`src/rtl/core/vau_pkg.sv`:
```
package vau_pkg;

  localparam int WORD_BITS   = 32;
  localparam int FRAC_BITS   = 16;
  localparam int LANES       = 3;
  localparam int PROD_BITS   = 2 * WORD_BITS;
  localparam int EXT_BITS    = PROD_BITS + 1;
  localparam int NUM_BITS    = WORD_BITS + FRAC_BITS;
  localparam int RAD_BITS    = 2 * WORD_BITS;
  localparam int ROOT_BITS   = WORD_BITS;
  localparam int REM_BITS    = ROOT_BITS + 2;
  localparam int SQRT_STAGES = ROOT_BITS;
  localparam int DIV_STAGES  = NUM_BITS;

  localparam int IDX_SUM     = 2;
  localparam int IDX_ROOT    = IDX_SUM + SQRT_STAGES;
  localparam int IDX_DEN     = IDX_ROOT + 1;
  localparam int IDX_LAST    = IDX_DEN + DIV_STAGES;
  localparam int META_DEPTH  = IDX_LAST + 1;
  localparam int LATENCY     = META_DEPTH + 1;

  typedef enum logic [2:0] {
    MODE_ADD   = 3'd0,
    MODE_SUB   = 3'd1,
    MODE_SCALE = 3'd2,
    MODE_DIV   = 3'd3,
    MODE_CROSS = 3'd4,
    MODE_LEN   = 3'd5,
    MODE_NORM  = 3'd6
  } mode_e;

  typedef enum logic [1:0] {
    ST_OK  = 2'd0,
    ST_SAT = 2'd1,
    ST_DZ  = 2'd2
  } status_e;

  typedef struct packed {
    logic [WORD_BITS-1:0] val;
    logic                 sat;
  } clamp_t;

  typedef struct packed {
    logic [WORD_BITS-1:0] r;
    logic                 sat;
    logic [PROD_BITS-1:0] sq;
  } lane_res_t;

  typedef struct packed {
    mode_e                          mode;
    logic [LANES-1:0][WORD_BITS-1:0] a;
    logic [WORD_BITS-1:0]            s;
    logic [LANES-1:0][WORD_BITS-1:0] r;
    logic                            sat;
    logic [ROOT_BITS-1:0]            len;
    logic                            dz;
  } meta_t;

  function automatic clamp_t sat_word(input logic signed [EXT_BITS-1:0] v);
    logic signed [EXT_BITS-1:0] hi;
    logic signed [EXT_BITS-1:0] lo;
    clamp_t res;
    hi = (EXT_BITS'(1) << (WORD_BITS - 1)) - EXT_BITS'(1);
    lo = -hi - EXT_BITS'(1);
    if (v > hi) begin
      res.val = hi[WORD_BITS-1:0];
      res.sat = 1'b1;
    end else if (v < lo) begin
      res.val = lo[WORD_BITS-1:0];
      res.sat = 1'b1;
    end else begin
      res.val = v[WORD_BITS-1:0];
      res.sat = 1'b0;
    end
    return res;
  endfunction

  function automatic logic [WORD_BITS-1:0] abs_word(input logic [WORD_BITS-1:0] v);
    return v[WORD_BITS-1] ? (~v + WORD_BITS'(1)) : v;
  endfunction

endpackage

```
`src/rtl/core/vau_sqrt.sv`:
```
module vau_sqrt import vau_pkg::*; (
  input  logic                 clk_i,
  input  logic [RAD_BITS-1:0]  rad_i,
  output logic [ROOT_BITS-1:0] root_o
);

  logic [SQRT_STAGES-1:0][RAD_BITS-1:0]  rad_q, rad_d;
  logic [SQRT_STAGES-1:0][REM_BITS-1:0]  rem_q, rem_d;
  logic [SQRT_STAGES-1:0][ROOT_BITS-1:0] root_q, root_d;

  always_comb begin
    logic [RAD_BITS-1:0]  rad_in;
    logic [REM_BITS-1:0]  rem_in;
    logic [ROOT_BITS-1:0] root_in;
    logic [REM_BITS+1:0]  tmp, trial;
    for (int k = 0; k < SQRT_STAGES; k++) begin
      if (k == 0) begin
        rad_in  = rad_i;
        rem_in  = '0;
        root_in = '0;
      end else begin
        rad_in  = rad_q[k-1];
        rem_in  = rem_q[k-1];
        root_in = root_q[k-1];
      end
      tmp      = {rem_in, rad_in[RAD_BITS-1 -: 2]};
      trial    = (REM_BITS + 2)'({root_in, 2'b01});
      rad_d[k] = {rad_in[RAD_BITS-3:0], 2'b00};
      if (tmp >= trial) begin
        rem_d[k]  = REM_BITS'(tmp - trial);
        root_d[k] = {root_in[ROOT_BITS-2:0], 1'b1};
      end else begin
        rem_d[k]  = tmp[REM_BITS-1:0];
        root_d[k] = {root_in[ROOT_BITS-2:0], 1'b0};
      end
    end
  end

  always_ff @(posedge clk_i) begin
    rad_q  <= rad_d;
    rem_q  <= rem_d;
    root_q <= root_d;
  end

  assign root_o = root_q[SQRT_STAGES-1];

endmodule

```
`config.mk`:
```
export PLATFORM = sky130hd
export DESIGN_NAME = vau_sqrt
export DESIGN_NICKNAME = d
export VERILOG_FILES = /design/src/rtl/core/vau_pkg.sv /design/src/rtl/core/vau_sqrt.sv
export SDC_FILE = /design/constraint.sdc
export NUM_CORES = 2
export LEC_CHECK = 0
export BUFFER_PORTS_ARGS = -buffer_cell sky130_fd_sc_hd__buf_2
export CAP_MARGIN = 20
export CORE_MARGIN = 2
export CORE_UTILIZATION = 50
export CTS_CLUSTER_DIAMETER = 50
export CTS_CLUSTER_SIZE = 12
export DETAILED_ROUTE_END_ITERATION = 6
export GPL_ROUTABILITY_DRIVEN = 0
export PLACE_DENSITY = 0.71
export REMOVE_ABC_BUFFERS = 1
export SLEW_MARGIN = 15
export SYNTH_ARGS = -nofsm -noshare
export SYNTH_HDL_FRONTEND = slang
export SYNTH_SLANG_ARGS = --single-unit
```
`constraint.sdc`:
```
create_clock -name clk_i -period 2.94 [get_ports clk_i]
set_input_delay 0.294 -clock clk_i [delete_from_list [all_inputs] [get_ports clk_i]]
set_output_delay 0.294 -clock clk_i [all_outputs]
set_load 0.02 [all_outputs]
```
Word level (Yosys, flattened, before mapping)
Index checks and enable logic that the tools add are counted.
- bits in read-only memories: 0
- flip-flop bits (word level): 2543
- memories kept: 0
- RAM bits: 0
- bits in latches: 0
- divide/modulo/power cells: 0
- equality and inequality tests: 0
- add/subtract/negate cells: 31
- bitwise operators: 0
- magnitude comparators: 32
- shift operators: 0
- reductions and logical operators: 0
- $mul: 0
- muxes and demuxes: 63
- operator list (kind ; number):
    $mux W34 ; 30
    $ge A36 B10 Y1 ; 1
    $ge A36 B11 Y1 ; 1
    $ge A36 B12 Y1 ; 1
    $ge A36 B13 Y1 ; 1
    $ge A36 B14 Y1 ; 1
    $ge A36 B15 Y1 ; 1
    $ge A36 B16 Y1 ; 1
    $ge A36 B17 Y1 ; 1
    $ge A36 B18 Y1 ; 1
    $ge A36 B19 Y1 ; 1
    $ge A36 B20 Y1 ; 1
    $ge A36 B21 Y1 ; 1
    $ge A36 B22 Y1 ; 1
    $ge A36 B23 Y1 ; 1
    $ge A36 B24 Y1 ; 1
    $ge A36 B25 Y1 ; 1
    $ge A36 B26 Y1 ; 1
    $ge A36 B27 Y1 ; 1
    $ge A36 B28 Y1 ; 1
    $ge A36 B29 Y1 ; 1
    $ge A36 B3 Y1 ; 1
    $ge A36 B30 Y1 ; 1
    $ge A36 B31 Y1 ; 1
    42 further kinds ; 73

Depth between registers and ports, before layout
- word-level depth: 2
- mapped depth: 15

Worst setup path before layout
Ideal clock, no wire load.
- path type: reg2reg
- from: register root_q[387] (netlist bit)
- to: register rem_q[473] (netlist bit)
- stages on the path, launching flop included: 14
- buffers on the path: 1
- data arrival time: 3.039 ns
- data required time: 2.806 ns
- setup time: 0.134 ns
- slack: -0.233 ns
- path through: dfxtp_1 > inv_1 > ha_1 > a21o_1 > a21o_1 > nor3_1 > a21oi_1 > a221o_1 > a2111oi_0 > o21ai_0 > or4_1 > buf_2 > nor4_1 > xor2_1
- RTL lines (item ; line ; RTL):
    from (decl) ; vau_sqrt.sv:9 ; logic [SQRT_STAGES-1:0][ROOT_BITS-1:0] root_q, root_d;
    from (signal assigned) ; vau_sqrt.sv:42 ; root_q <= root_d;
    to (signal assigned) ; vau_sqrt.sv:41 ; rem_q <= rem_d;
    to (decl) ; vau_sqrt.sv:8 ; logic [SQRT_STAGES-1:0][REM_BITS-1:0] rem_q, rem_d;

==> out/metrics.cfg <==
[timing]
finalWorstSetupSlack_ps = -243
finalSetupTns_ps = -9260
slew_violations = 0
maxSlewHeadroom = 0.371
worst_clock_skew_ps = 46.3
rsz0062_at_grt = yes
hold_viol_final = 0
tightest_slew_ps = 943
setup_viol = 83
fmax_mhz = 314
finalCritPeriodShare = 1.08
fin_crit_ps = 3180

[synthesis]
synthTopCellsByCount = dfxtp_1, inv_1, nand2_1
synth_seq_area_share = 0.551
synth.top_cell.area_share = 0.551
ys_types = 95
synth_top_flop_cell = dfxtp_1
synth_top_cell_by_area = dfxtp_1
synth-edff-count = 0
yosysWarnings = 0
syn_inst = 8927
yosysMostFrequentCell = dfxtp_1
async_flop_share = 0
netlist_top_cells_area = dfxtp_1, ha_1, xnor2_1
avgSynthCellArea_sq_um = 10.2
netlist_area_sq_um = 91200
synth-seq-cells = 2509

[cts]
cts.sinks = 2509
cts_tree = built
clk_path_buf_depth = 4
clock-root-buffer = clkbuf_16
worstSkewPairLatency_ps = 880
path_clk_slew_ps = 50
cts_buffers = 279
h-tree-depth = 5

[detailed_routing]
routedWlPerCell_microns = 16.2
vias_per_cell = 5.29
via_count = 66658
ant_nets = 0
dr.pass1.iters = 6
route.detailed.drc = 0
wl_microns = 205000
drtIter0Drc = 3791

[final_layout]
drive_gt1_frac = 0.205
antennaDiodeCount = 0
synthToLayoutAreaGrowth_pct = 25.2
seq_area_sq_um = 50300
nNetsFinal = 10790
multi_input_area_sq_um = 41300
fillers = 13810

[global_routing]
grt.met2_usage = 0.382
grt_max_degree = 48
grtUsageMet3 = 0.0326
antenna_found_initial = 0
grt_pass1_vias = 66908
grt_use_total = 0.209
overflow = 0
gr-usage-met1 = 0.239
top_usage_layer = met2
grt_pass1_wl_microns = 323000

[critical_path]
r2r_cells = 11
cp.required_ps = 3690
path_class = reg -> reg
crit_path_max_fanout = 5
cp-start-kind = flop
end_kind = flop
worstPathArrival_ps = 3930

[floorplan]
fp.dieH_microns = 431
dieArea_sq_um = 186000
start_util = 0.504
coreArea_sq_um = 181000
io_pins = 97
num_rows = 156
die_x_microns = 431

[outcome]
status = complete, but fails checks
violations = setup timing

[pwr]
vdd_drop_max_mv = 0.654
p_leak_nw = 53.8
power_density_nw_per_um2 = 807
power.total_w = 0.0921

[hold_path]
hold_path_class = in -> reg
whs_path_depth = 2

[run]
max-cap-violations = 0

[placement]
port_buffers = 96
post-dp-hpwl_microns = 144000

-- layer usage --
layer / vias up / routed length [microns]
li1: 32822 / -
met1: 31550 / 82900
met2: 1672 / 104000
met3: 614 / 8920
met4: 0 / 8480
met5: - / 0
-- critical path: stages (launching register included) --
cell and delay, ps:
dfxtp_2 310, or4_4 530, or3_4 360, nor4_4 170, nand2b_1 140, a311o_1 300, or3_4 350, a2111oi_4 330
or4_4 250, buf_6 130, nor2_2 40, xor2_1 130
-- final cells by class --
| class | count | area share |
|---|---|---|
| Clock buffer | 315 | 0.0646 |
| Clock inverter | 46 | 0.00433 |
| Inverter | 713 | 0.0235 |
| Multi-Input combinational cell | 5540 | 0.362 |
| Sequential cell | 2509 | 0.441 |
| Tap cell | 2370 | 0.0260 |
| Timing Repair Buffer | 1117 | 0.0787 |
-- logic make-up after synthesis --
| logic type | after synthesis | synth area share |
|---|---|---|
| and+or+nand+nor | 2290 | 0.124 |
| muxes | 90 | 0.0110 |
| xor gates and xnor gates | 822 | 0.0790 |
| DFF | 2509 | 0.551 |
| AOI/OAI and AO/OA | 1770 | 0.121 |
| other | 1 | 0.0000411 |
| adders and majority gates | 565 | 0.0776 |
| buffers and inverters | 880 | 0.0365 |
-- layout by cell type, fill, tap and decap left out, types with 35 or more instances in the layout --
master,netlist,layout
dfxtp_1,2509,2429
buf_4,3,847
inv_1,710,695
nand2_1,586,558
nor2_1,560,535
ha_1,565,511
a21oi_1,550,491
xnor2_1,433,426
xor2_1,389,389
o21ai_0,450,368
clkbuf_16,0,291
a21o_1,260,257
nor3_1,222,173
nand3_1,143,129
nand2b_1,106,106
dlygate4sd3_1,0,105
nand4_1,99,99
o21a_1,99,97
buf_2,10,97
dfxtp_2,0,77
or3_1,89,76
nor2b_1,94,75
nor4_1,113,71
mux2_2,79,71
a21oi_2,0,54
o21ai_1,4,50
o31ai_1,63,46
o21bai_1,49,42
ha_4,0,42
and3_1,43,36
nor3_2,1,35
o21ai_2,1,35
buf_6,0,35
-- sequential cells by signal, indices dropped and copies added, names as in the netlist --
register	count
root_o	32
rem_q	989
rad_d	930
root_q	496
rad_q	62
-- timing repair --
action                     4_1_cts  5_1_grt
pin swaps                       87      217
resized for setup              283      619
buffers inserted                44       76
setup endpoints to repair      451      670
gates cloned                     4       12
hold buffers                   105        0
hold endpoints to repair        65        0
-- through the flow --
stage          instances  instance area [sq um]  setup WS [ps]  hold slack (ps)   util
2_1_floorplan       8760                  90500          -2770              310      -
3_3_place_gp       12022                 100000           -502              310  0.554
3_5_place_dp       12023                 100000           -513              312  0.554
4_1_cts            12532                 111000           -263           0.0542  0.612
5_1_grt            12610                 114000           -338             17.7  0.631
6_report           12610                 114000           -243             68.8  0.631
-- report_power, final --
part	internal, W	switching, W
Clock	0.0182	0.0126
Sequential	0.0395	0.00448
Combinational	0.00846	0.00880
Total	0.0662	0.0259
-- worst paths after layout --
kind / slack, ps / end / startpoint
hold / removal: 70 / rad_d[122] / rad_i[54]
hold reg to reg: 280 / rad_d[1087] / rad_d[1021]
setup reg to reg: -240 / rem_q[471] / rem_q[432]
setup / recovery: -240 / rem_q[471] / rem_q[432]
Power figures use the tool's default switching activity.
